--- src/hw/rtl/sph_pkg.sv ---
// Shared types and constants of the scope path signature hasher.
package sph_pkg;

  localparam int unsigned STACK_DEPTH_DEF = 16;

  localparam logic [63:0] FNV_BASIS    = 64'hcbf29ce484222325;
  // FNV prime 0x100000001b3 = 2^40 + 0x1b3
  localparam logic [63:0] FNV_PRIME_LO = 64'h00000000000001b3;
  localparam int unsigned FNV_PRIME_SH = 40;

  localparam logic [63:0] TAG_MATRIX = 64'h1;
  localparam logic [63:0] TAG_SPRITE = 64'h2;

  typedef enum logic [2:0] {
    CMD_OPEN   = 3'd0,
    CMD_CLOSE  = 3'd1,
    CMD_MATRIX = 3'd2,
    CMD_SPRITE = 3'd3,
    CMD_FRAME  = 3'd4
  } cmd_t;

  typedef struct packed {
    logic [63:0] hash;
    logic [31:0] mcnt;
    logic [31:0] scnt;
  } frame_t;

endpackage

--- src/hw/rtl/sph_if.sv ---
// Input and result channel interfaces.
interface sph_in_if;
  logic        valid;
  logic        ready;
  logic [2:0]  command;
  logic [63:0] scope_key;
  logic [63:0] child_id;

  modport source (output valid, command, scope_key, child_id, input ready);
  modport sink   (input valid, command, scope_key, child_id, output ready);
endinterface

interface sph_out_if;
  logic        valid;
  logic        ready;
  logic [63:0] signature;
  logic        signature_valid;
  logic        signature_kind;
  logic        stack_overflow;

  modport source (output valid, signature, signature_valid, signature_kind, stack_overflow,
                  input ready);
  modport sink   (input valid, signature, signature_valid, signature_kind, stack_overflow,
                  output ready);
endinterface

--- src/hw/rtl/sph_ram.sv ---
// Generic single-write, single-read RAM with registered read data.
module sph_ram #(
  parameter int unsigned WIDTH = 8,
  parameter int unsigned DEPTH = 16,
  localparam int unsigned AW = (DEPTH > 1) ? $clog2(DEPTH) : 1
) (
  input  logic             clk,
  input  logic             we,
  input  logic [AW-1:0]    waddr,
  input  logic [WIDTH-1:0] wdata,
  input  logic [AW-1:0]    raddr,
  output logic [WIDTH-1:0] rdata
);

  logic [WIDTH-1:0] mem [DEPTH];

  always_ff @(posedge clk) begin
    if (we) begin
      mem[waddr] <= wdata;
    end
    rdata <= mem[raddr];
  end

endmodule

--- src/hw/rtl/sph_mix_unit.sv ---
// Shared FNV-1a mixing step: y = (a ^ b) * prime mod 2^64.
module sph_mix_unit (
  input  logic [63:0] a,
  input  logic [63:0] b,
  output logic [63:0] y
);
  import sph_pkg::*;

  logic [63:0] x;
  logic [63:0] lo_prod;

  assign x       = a ^ b;
  assign lo_prod = x * FNV_PRIME_LO;
  assign y       = (x << FNV_PRIME_SH) + lo_prod;

endmodule

--- src/hw/rtl/scope_path_signature_hasher_core.sv ---
// Top level of the scope path signature hasher.
//
// in_if carries one scene operation per beat (command, scope_key, child_id);
// out_if returns exactly one result beat per operation: signature,
// signature_valid, signature_kind and the sticky stack_overflow flag.
// Open, matrix and sprite operations run the top frame through the shared
// mixing unit twice (one step per cycle): ST_RD fetches the top frame,
// ST_MIX1 and ST_MIX2 mix, ST_DONE loads the result register; the next
// beat is taken only after the return to idle. Close, frame start and
// unused codes skip the mixing steps (ST_RD goes to ST_DONE). The frame
// stack sits in one RAM read at the top level; the root frame lives in flops.
// in_if.ready is high only while the sequencer is idle.
// Reset leaves only the root frame, clears the overflow flag and drops any
// pending result; the stack RAM needs no clearing since every frame above
// the root is pushed before it is read.
// A stalled receiver holds the result register; the sequencer waits with
// the next result until it is taken.
module scope_path_signature_hasher_core #(
  parameter int unsigned STACK_DEPTH = sph_pkg::STACK_DEPTH_DEF
) (
  input  logic      clk,
  input  logic      rst_n,
  sph_in_if.sink    in_if,
  sph_out_if.source out_if
);
  import sph_pkg::*;

  localparam int unsigned LVL_W = $clog2(STACK_DEPTH);
  localparam int unsigned FRM_W = $bits(frame_t);

  typedef enum logic [4:0] {
    ST_IDLE = 5'b00001,
    ST_RD   = 5'b00010,
    ST_MIX1 = 5'b00100,
    ST_MIX2 = 5'b01000,
    ST_DONE = 5'b10000
  } state_t;

  state_t state_r, state_nxt;
  logic [LVL_W-1:0] lvl_r, lvl_nxt;
  logic [31:0] root_m_r, root_m_nxt;
  logic [31:0] root_s_r, root_s_nxt;
  logic ovf_r, ovf_nxt;
  logic [2:0] cmd_r;
  logic [63:0] key_r, id_r;
  frame_t top_r, top_nxt;
  logic [63:0] acc_r, acc_nxt;

  logic out_valid_r, out_valid_nxt;
  logic [63:0] sig_r, sig_nxt;
  logic sv_r, sv_nxt;
  logic kind_r, kind_nxt;
  logic ovf_out_r, ovf_out_nxt;

  logic in_acc, out_free, is_open, is_sprite, is_sig, full;
  logic [63:0] mix_b, mix_y;
  logic ram_we;
  logic [LVL_W-1:0] ram_waddr;
  frame_t ram_wdata, ram_q;
  logic [FRM_W-1:0] ram_rdata;

  assign in_if.ready = (state_r == ST_IDLE);
  assign in_acc      = in_if.valid && in_if.ready;
  assign out_free    = !out_valid_r || out_if.ready;
  assign is_open     = (cmd_r == CMD_OPEN);
  assign is_sprite   = (cmd_r == CMD_SPRITE);
  assign is_sig      = (cmd_r == CMD_MATRIX) || (cmd_r == CMD_SPRITE);
  assign full        = (lvl_r == LVL_W'(STACK_DEPTH - 1));
  assign ram_q       = frame_t'(ram_rdata);

  assign out_if.valid           = out_valid_r;
  assign out_if.signature       = sig_r;
  assign out_if.signature_valid = sv_r;
  assign out_if.signature_kind  = kind_r;
  assign out_if.stack_overflow  = ovf_out_r;

  sph_ram #(
    .WIDTH(FRM_W),
    .DEPTH(STACK_DEPTH)
  ) u_stack (
    .clk  (clk),
    .we   (ram_we),
    .waddr(ram_waddr),
    .wdata(ram_wdata),
    .raddr(lvl_r),
    .rdata(ram_rdata)
  );

  always_comb begin
    if (state_r == ST_MIX1) begin
      mix_b = is_open ? key_r : (is_sprite ? TAG_SPRITE : TAG_MATRIX);
    end else begin
      mix_b = is_open ? id_r : {32'd0, (is_sprite ? top_r.scnt : top_r.mcnt)};
    end
  end

  sph_mix_unit u_mix (
    .a(acc_r),
    .b(mix_b),
    .y(mix_y)
  );

  always_comb begin
    state_nxt     = state_r;
    lvl_nxt       = lvl_r;
    root_m_nxt    = root_m_r;
    root_s_nxt    = root_s_r;
    ovf_nxt       = ovf_r;
    top_nxt       = top_r;
    acc_nxt       = acc_r;
    out_valid_nxt = out_valid_r && !out_if.ready;
    sig_nxt       = sig_r;
    sv_nxt        = sv_r;
    kind_nxt      = kind_r;
    ovf_out_nxt   = ovf_out_r;
    ram_we        = 1'b0;
    ram_waddr     = lvl_r;
    ram_wdata     = top_r;

    unique case (state_r)
      ST_IDLE: begin
        if (in_acc) begin
          state_nxt = ST_RD;
        end
      end
      ST_RD: begin
        if (lvl_r == '0) begin
          top_nxt = '{hash: FNV_BASIS, mcnt: root_m_r, scnt: root_s_r};
        end else begin
          top_nxt = ram_q;
        end
        acc_nxt   = top_nxt.hash;
        state_nxt = (is_open || is_sig) ? ST_MIX1 : ST_DONE;
      end
      ST_MIX1: begin
        acc_nxt   = mix_y;
        state_nxt = ST_MIX2;
      end
      ST_MIX2: begin
        acc_nxt   = mix_y;
        state_nxt = ST_DONE;
      end
      ST_DONE: begin
        if (out_free) begin
          state_nxt = ST_IDLE;
          unique case (cmd_r)
            CMD_OPEN: begin
              if (full) begin
                ovf_nxt = 1'b1;
              end else begin
                ram_we    = 1'b1;
                ram_waddr = lvl_r + LVL_W'(1);
                ram_wdata = '{hash: acc_r, mcnt: 32'd0, scnt: 32'd0};
                lvl_nxt   = lvl_r + LVL_W'(1);
              end
            end
            CMD_CLOSE: begin
              if (lvl_r != '0) begin
                lvl_nxt = lvl_r - LVL_W'(1);
              end
            end
            CMD_MATRIX: begin
              if (lvl_r == '0) begin
                root_m_nxt = top_r.mcnt + 32'd1;
              end else begin
                ram_we    = 1'b1;
                ram_wdata = '{hash: top_r.hash, mcnt: top_r.mcnt + 32'd1, scnt: top_r.scnt};
              end
            end
            CMD_SPRITE: begin
              if (lvl_r == '0) begin
                root_s_nxt = top_r.scnt + 32'd1;
              end else begin
                ram_we    = 1'b1;
                ram_wdata = '{hash: top_r.hash, mcnt: top_r.mcnt, scnt: top_r.scnt + 32'd1};
              end
            end
            CMD_FRAME: begin
              lvl_nxt    = '0;
              root_m_nxt = 32'd0;
              root_s_nxt = 32'd0;
            end
            default: begin
            end
          endcase
          out_valid_nxt = 1'b1;
          sv_nxt        = is_sig;
          kind_nxt      = is_sprite;
          sig_nxt       = is_sig ? acc_r : 64'd0;
          ovf_out_nxt   = ovf_nxt;
        end
      end
      default: begin
        state_nxt = ST_IDLE;
      end
    endcase
  end

  always_ff @(posedge clk) begin
    if (!rst_n) begin
      state_r     <= ST_IDLE;
      lvl_r       <= '0;
      root_m_r    <= 32'd0;
      root_s_r    <= 32'd0;
      ovf_r       <= 1'b0;
      out_valid_r <= 1'b0;
    end else begin
      state_r     <= state_nxt;
      lvl_r       <= lvl_nxt;
      root_m_r    <= root_m_nxt;
      root_s_r    <= root_s_nxt;
      ovf_r       <= ovf_nxt;
      out_valid_r <= out_valid_nxt;
    end
  end

  always_ff @(posedge clk) begin
    if (in_acc) begin
      cmd_r <= in_if.command;
      key_r <= in_if.scope_key;
      id_r  <= in_if.child_id;
    end
    top_r     <= top_nxt;
    acc_r     <= acc_nxt;
    sig_r     <= sig_nxt;
    sv_r      <= sv_nxt;
    kind_r    <= kind_nxt;
    ovf_out_r <= ovf_out_nxt;
  end

endmodule

--- src/flat_wrapper.sv ---
// flat-port wrapper written by rule: the top's interface ports become plain ports
module scope_path_signature_hasher_core_flat import sph_pkg::*;
#(
  parameter int unsigned STACK_DEPTH = sph_pkg::STACK_DEPTH_DEF
)
  (clk, rst_n, in_if_valid, in_if_command, in_if_scope_key, in_if_child_id, in_if_ready, out_if_valid, out_if_signature, out_if_signature_valid, out_if_signature_kind, out_if_stack_overflow, out_if_ready);
  sph_in_if in_if_i ();
  sph_out_if out_if_i ();
  input  logic clk;
  input  logic rst_n;
  input wire logic [$bits(in_if_i.valid)-1:0] in_if_valid;
  input wire logic [$bits(in_if_i.command)-1:0] in_if_command;
  input wire logic [$bits(in_if_i.scope_key)-1:0] in_if_scope_key;
  input wire logic [$bits(in_if_i.child_id)-1:0] in_if_child_id;
  output wire logic [$bits(in_if_i.ready)-1:0] in_if_ready;
  output wire logic [$bits(out_if_i.valid)-1:0] out_if_valid;
  output wire logic [$bits(out_if_i.signature)-1:0] out_if_signature;
  output wire logic [$bits(out_if_i.signature_valid)-1:0] out_if_signature_valid;
  output wire logic [$bits(out_if_i.signature_kind)-1:0] out_if_signature_kind;
  output wire logic [$bits(out_if_i.stack_overflow)-1:0] out_if_stack_overflow;
  input wire logic [$bits(out_if_i.ready)-1:0] out_if_ready;
  assign in_if_i.valid = in_if_valid;
  assign in_if_i.command = in_if_command;
  assign in_if_i.scope_key = in_if_scope_key;
  assign in_if_i.child_id = in_if_child_id;
  assign in_if_ready = in_if_i.ready;
  assign out_if_valid = out_if_i.valid;
  assign out_if_signature = out_if_i.signature;
  assign out_if_signature_valid = out_if_i.signature_valid;
  assign out_if_signature_kind = out_if_i.signature_kind;
  assign out_if_stack_overflow = out_if_i.stack_overflow;
  assign out_if_i.ready = out_if_ready;
  scope_path_signature_hasher_core #(.STACK_DEPTH(STACK_DEPTH)) u_core (.clk(clk), .rst_n(rst_n), .in_if(in_if_i), .out_if(out_if_i));
endmodule
--- config.mk ---
export PLATFORM = sky130hd
export DESIGN_NAME = scope_path_signature_hasher_core_flat
export DESIGN_NICKNAME = d
export VERILOG_FILES = /design/src/hw/rtl/sph_pkg.sv /design/src/hw/rtl/sph_if.sv /design/src/hw/rtl/sph_ram.sv /design/src/hw/rtl/sph_mix_unit.sv /design/src/hw/rtl/scope_path_signature_hasher_core.sv /design/src/flat_wrapper.sv
export SDC_FILE = /design/constraint.sdc
export NUM_CORES = 2
export LEC_CHECK = 0
export CELL_PAD_IN_SITES_DETAIL_PLACEMENT = 2
export CELL_PAD_IN_SITES_GLOBAL_PLACEMENT = 2
export CORE_ASPECT_RATIO = 0.5
export CORE_MARGIN = 10
export CORE_UTILIZATION = 44
export CTS_CLUSTER_DIAMETER = 120
export CTS_CLUSTER_SIZE = 28
export DETAILED_ROUTE_END_ITERATION = 12
export DONT_BUFFER_PORTS = 1
export PLACE_DENSITY_LB_ADDON = 0.1
export SLEW_MARGIN = 20
export SYNTH_ARGS = -nofsm -noshare
export SYNTH_HDL_FRONTEND = slang
export SYNTH_SLANG_ARGS = --single-unit
--- constraint.sdc ---
create_clock -name clk -period 7.7 [get_ports clk]
set_clock_uncertainty 0.15 [all_clocks]
set_input_delay 1.155 -clock clk [delete_from_list [all_inputs] [get_ports clk]]
set_output_delay 1.155 -clock clk [all_outputs]
set_load 0.01 [all_outputs]
**After elaboration in Yosys (flattened, before gate mapping)**

Memories as Yosys holds them, arrays and structs flattened. A register that Yosys moved wholly into a read port is not among the register bits.
Index checks and enable logic that the tools add are counted.

- Register bits after elaboration: 465
- Bits in writable memories: 2048
- Input bits: 135
- Memories kept: 1

Memory list:

| name | depth | bits a word | read ports | clocked after Yosys merged registers in | write ports | line | source |
|---|---|---|---|---|---|---|---|
| u_core.u_stack.mem | 16 | 128 | 1 | 1 | 1 | sph_ram.sv:15 | `logic [WIDTH-1:0] mem [DEPTH];` |

- Add/sub/neg operators: 5
- Multiply operators: 1
- Eq/ne operators: 15
- Multiplexer cells: 38
- Bitwise gates (word level): 1
- Reductions and logical operators: 21

Operators with widths:

| operator | count |
|---|---|
| 128-bit two-way mux | 4 |
| 128-bit case mux with 3 select lines | 1 |
| 64-bit two-way mux | 4 |
| 32-bit two-way mux | 4 |
| 32-bit case mux with 2 select lines | 2 |
| 64-bit case mux with 2 select lines | 1 |
| 32-bit by 1-bit adder with 32-bit output, second input constant | 2 |
| 64-bit adder | 1 |
| 64-bit by 9-bit multiplier with 64-bit output, second input constant | 1 |
| 64-bit bitwise XOR | 1 |
| 5-bit case mux with 5 select lines | 1 |
| 4-bit two-way mux | 5 |
| 5-bit two-way mux | 3 |
| 4-bit case mux with 3 select lines | 1 |
| 4-bit AND reduction | 3 |
| 1-bit two-way mux | 10 |
| 3-bit by 2-bit equality test with 1-bit output, second input constant | 2 |
| 2-bit != test, second input constant | 3 |
| 2-bit nonzero test | 3 |
| 5-bit by 1-bit equality test with 1-bit output, second input constant | 1 |
| 5-bit by 2-bit equality test with 1-bit output, second input constant | 1 |
| 5-bit by 3-bit equality test with 1-bit output, second input constant | 1 |
| 5-bit by 4-bit equality test with 1-bit output, second input constant | 1 |
| 5-bit equality test, second input constant | 1 |
| other kinds (17) | 24 |

**Logic depth before layout (Yosys ltp)**

- Depth after elaboration: 8
- Mapped depth: 30

**Cells and area by module**

From an unflattened synthesis, not the netlist that was laid out.

- Cells, all modules: 6625
- Area total of the unflattened synthesis: 113476.3 µm²

Modules (own cells, without submodules):

| module | instances | cells each | area each (µm²) | sequential area each (µm²) |
|---|---|---|---|---|
| sph_ram | 1 | 3357 | 79449.9 | 64061.4 |
| scope_path_signature_hasher_core | 1 | 1902 | 21881.0 | 13212.7 |
| sph_mix_unit | 1 | 1366 | 12145.4 | 0.0 |

**Worst setup path after synthesis**

Ideal clock, no wire load.

- Path kind: reg2reg
- From: register u_core.lvl_r[0]
- To: memory u_core.u_stack.mem[2][0] (netlist bit), enable pin
- Setup time: 616 ps
- Arrival: 7663 ps
- Path slack: -729 ps
- Stages on the path, launching flop included: 14
- Buffers on the path: 4
- Period minus slack after synthesis: 8429 ps
- Cells stage by stage: dfxtp_1 -> clkbuf_1 -> clkbuf_1 -> buf_1 -> inv_1 -> ha_1 -> nand2_1 -> nor2_1 -> clkbuf_1 -> nor3_1 -> a21oi_1 -> nor2_1 -> nand2_1 -> nor2_1

- Longest elaborated chain between the ends: 7
- Elaborated cells between the ends (all ways): 14

RTL lines:

| item | line | source |
|---|---|---|
| start: declaration | scope_path_signature_hasher_core.sv:40 | `logic [LVL_W-1:0] lvl_r, lvl_nxt;` |
| start signal: assignment | scope_path_signature_hasher_core.sv:209 | `lvl_r <= lvl_nxt;` |
| 4-bit equality test / 4-bit logical NOT (equally long branches) | scope_path_signature_hasher_core.sv:68, scope_path_signature_hasher_core.sv:163, scope_path_signature_hasher_core.sv:171 |  |
| 1-bit two-way mux (on tied branches) | scope_path_signature_hasher_core.sv:148, scope_path_signature_hasher_core.sv:163, scope_path_signature_hasher_core.sv:171 |  |
| 1-bit case mux with 2 select lines | scope_path_signature_hasher_core.sv:146 | `unique case (cmd_r)` |
| 1-bit two-way mux | scope_path_signature_hasher_core.sv:144 | `if (out_free) begin` |
| 1-bit two-way mux | scope_path_signature_hasher_core.sv:120 | `unique case (state_r)` |
| 1-bit two-way mux | sph_ram.sv:18 | `if (we) begin` |
| 1-bit two-way mux (not written as such) | sph_ram.sv:19 | `mem[waddr] <= wdata;` |
| end: declaration | sph_ram.sv:15 |  |

Several ways; a longest one is shown, not always the timed one.

**Worst setup path after layout**

- From: register u_core.cmd_r[2]
- To: register u_core.acc_r[54], data pin

- Longest elaborated chain between the ends: 8
- Elaborated cells between the ends (all ways): 11

RTL lines:

| item | line | source |
|---|---|---|
| start: declaration | scope_path_signature_hasher_core.sv:44 | `logic [2:0] cmd_r;` |
| start signal: assignment | scope_path_signature_hasher_core.sv:219 | `cmd_r <= in_if.command;` |
| 3-bit by 2-bit equality test with 1-bit output | scope_path_signature_hasher_core.sv:66 | `assign is_sprite = (cmd_r == CMD_SPRITE);` |
| 32-bit two-way mux / 2-bit two-way mux (equally long branches) | scope_path_signature_hasher_core.sv:93, scope_path_signature_hasher_core.sv:91 |  |
| 64-bit two-way mux (on tied branches) | scope_path_signature_hasher_core.sv:93, scope_path_signature_hasher_core.sv:91 |  |
| 64-bit two-way mux (*) | scope_path_signature_hasher_core.sv:90 | `if (state_r == ST_MIX1) begin` |
| 64-bit bitwise XOR (*) | sph_mix_unit.sv:12 | `assign x = a ^ b;` |
| 64-bit by 9-bit multiplier with 64-bit output | sph_mix_unit.sv:13 | `assign lo_prod = x * FNV_PRIME_LO;` |
| 64-bit adder (*) | sph_mix_unit.sv:14 | `assign y = (x << FNV_PRIME_SH) + lo_prod;` |
| 64-bit case mux with 2 select lines (*) | scope_path_signature_hasher_core.sv:120 |  |
| via u_core.acc_nxt[54] | scope_path_signature_hasher_core.sv:47 | `logic [63:0] acc_r, acc_nxt;` |
| end signal: assignment | scope_path_signature_hasher_core.sv:224 | `acc_r <= acc_nxt;` |
| end: declaration | scope_path_signature_hasher_core.sv:47 |  |

Mark *: on every way through the listed nets, which the timed path passes. The rest lies on a longest branch.
A chain may end at the register's enable or synchronous reset.

==> metrics.md <==
| Metric | Value |
|---|---|
| F_max | 0.132 GHz |
| Routed vias/inst | 6.12 |
| Final core occ | 48.8% |
| Commonest non-fill, non-tap cell in the layout | edfxtp_1 |
| Total power | 42.7 mW |
| Crit. End Element | flop |
| Ys Warns | 0 |
| Leak pwr | 41.4 nW |
| R2R Path End | u_core.acc_r[54] |
| Total GRT Usage | 26.7% |
| Reg2Reg Depth | 30 |
| Final hold violations | 0 |
| Final period util | 98.5% |
| Max rail drop VDD | 588 uV |
| Post-synth net total | 6904 |
| P per Cell Area | 343 nW/um2 |
| Main synth FF type | edfxtp_1 |
| DRT antenna net count | 0 |
| Ratio of cells with drive above 1 in the final layout | 21.9% |
| FILL cells | 22.8k |
| Routed Wire Length | 376000 um |
| Slew @ Worst Pin | 1.34 ns |
| Core ar. | 255000 um2 |
| Vias in the first global route | 67.6k |
| DRT iter0 DRCs | 7530 |
| Port Buf Inserts | 0 |
| Seq. cell area | 77300 um2 |
| Largest stage delay, worst path | 0.57 ns |
| Pre-antenna DRT Iters | 6 |
| Clock transition at the registers of the reported paths | 0.13 ns |
| Post-synth ARST share | 0% |
| Critical Path AT | 7.95 ns |
| Cells taking the most area after synthesis | edfxtp_1 65%, mux4_2 13%, fa_1 4.2% |
| Max Cap Violations | 0 |
| Slowest-stage cell, CP | fa_1 |
| Post-synth EDFFs | 2438 |
| Post-Syn Area per Cell | 17.7 um2 |
| CTS sink cnt | 2641 |
| Min-delay worst type | in -> reg |
| # rows | 131 |
| DP HPWL | 242000 um |
| Nets | 7238 |
| GP Congestion | 0.880 |
| P&R area growth vs syn | 10.5% |
| Slew HR | 11.0% |
| Critical Path End | u_core.acc_r[54] |
| Sequential-to-total area share from yosys stat | 68.6% |
| Die height | 378 um |
| Largest net degree at the start of global routing | 140 |
| Maximum fanout along the worst path | 15 |
| Critical setup path kind | reg -> reg |
| Initial Util | 44.2% |
| CTS root buf | clkbuf_16 |
| Status | finished clean |
| Clk Latency, worst-skew pair | 0.83 ns |
| Boundary pin count | 204 |
| Largest area contributor in the netlist | edfxtp_1 |
| Mapped cell area | 113000 um2 |
| CP required | 8.07 ns |
| Most frequent cells in the layout | 2438 x edfxtp_1, 640 x mux4_2, 463 x buf_4 |
| Routed len/inst | 37.0 um |
| Htree depth | 3 |
| Multi-input combinational cell area | 33700 um2 |
| Cells after Synth | 6345 |
| Full die area | 278000 um2 |
| R2r setup slk | 0.12 ns |
| Startpoint types | flop |
| Post-CTS Hold Fix Bufs | 0 |
| Count of cell types in the netlist | 75 |
| Register bit total from synthesis | 2641 |
| Crit-path most repeated cell | buf_4 |
| Global-route wire length before repair | 532000 um |
| CTS tree | done |
| WHS Path Cells | 0 |
| Share of Yosys cell area claimed by the top area cell type | 65.0% |
| R2R Path Start | u_core.cmd_r[2] |
| Residual DRC | 0 |
| Final Setup Violations | 0 |
| CTS buffer count | 104 |
| Crit path launch | u_core.cmd_r[2] |
| Tmin final | 7.58 ns |
| RSZ-0062 raised after global routing | true |
| Initial antenna violation count | 24 |
| Die Width | 735 um |
| Vias after detailed routing | 62.2k |
| Total gr overflow | 0 |
| Maximum root-to-sink buffer count | 3 |
| Final Max Slew Viols | 0 |
-- layout make-up --
| class | instances | share of cell area [%] |
|---|---|---|
| tap | 3391 | 3.41 |
| clock buffer | 180 | 2.34 |
| antenna | 15 | 0.0302 |
| clock inverter | 7 | 0.0805 |
| sequential | 2641 | 62.1 |
| multi-input combinational | 2974 | 27.1 |
| timing repair buffer | 522 | 3.63 |
| inverter | 436 | 1.33 |
-- worst min path at each step --
stage / start / to
floorplan: u_core.ovf_r / u_core.ovf_r
global placement: u_core.ovf_r / u_core.ovf_r
detailed placement: u_core.u_stack.rdata[49] / u_core.top_r[49]
CTS: in_if_child_id[9] / u_core.id_r[9]
global route: in_if_child_id[29] / u_core.id_r[29]
finish: in_if_child_id[9] / u_core.id_r[9]
-- cell families (layout without fill, tap and decap cells) --
family / count (synthesis) / count (layout) / synth area share [%]
and+or+nand+nor: 1022 / 1022 / 4.26
muxes: 673 / 673 / 13.1
buffers and inverters: 730 / 1145 / 2.44
DFF: 2641 / 2641 / 68.6
AOI/OAI and AO/OA: 633 / 633 / 3.56
adders and majority gates: 424 / 424 / 6.28
other: 0 / 15 / 0
xor gates and xnor gates: 222 / 222 / 1.73
-- through the flow --
stage	std cells	area (um2)	setup TNS, ns	setup WS [ns]	hold slack, ns
after global placement	9947	120000	-3.08	-0.554	0.316
after global routing	10159	124000	-1.62	-0.181	0.228
after CTS	10142	124000	-0.0967	-0.0657	0.223
after detailed placement	9948	120000	-5.74	-0.610	0.343
final	10166	124000	0	0.115	0.267
after floorplan	6345	113000	-1277.99	-0.728	0.301
-- worst max-delay path: cells and delay by family, from the launching register on --
kind | cells | cell delay, ns
compound gates | 9 | 1.73
xor+xnor | 2 | 0.47
fa+ha+maj | 6 | 2.31
buf+inv | 9 | 1.52
flops | 1 | 0.44
mux | 1 | 0.16
simple gates | 3 | 0.49
-- Yosys cell counts (all sizes together) (116+ instances only) --
library cell  count
mux4            640
fa              236
nand2           444
edfxtp         2438
clkbuf          222
o21ai           186
dfxtp           203
xor2            118
nor2            161
inv             436
a21oi           161
and2            116
ha              188
-- power breakdown --
group / internal [mW] / total (mW) / switching, mW
clock: 2.63 / 7.10 / 4.46
sequential: 15.6 / 15.7 / 0.0938
combinational: 8.60 / 19.9 / 11.4
-- sequential cells by signal, summed over array words and instances (netlist names), 3 cells and up --
signal / count
u_core.lvl_r: 4
u_core.id_r: 64
u_core.out_if.signature: 64
u_core.key_r: 64
u_core.state_r: 5
u_core.root_m_r: 32
u_core.top_r: 128
u_core.acc_r: 64
u_core.u_stack.mem: 2048
u_core.cmd_r: 3
u_core.u_stack.rdata: 128
u_core.root_s_r: 32
-- repair_timing --
item,4_1_cts,5_1_grt
gates cloned,0,1
resized for setup,38,136
pin swaps,6,26
setup endpoints to repair,27,30
buffers inserted,7,6
-- routing by layer --
metal,vias to the layer above,global-route usage (%),routed length [um]
met1,34576,38.0,160000
met4,4,7.03,10800
met3,413,3.64,24400
met2,2383,43.5,181000
li1,24855,-,-
met5,-,0,27
(Power assumes the default switching activity.)
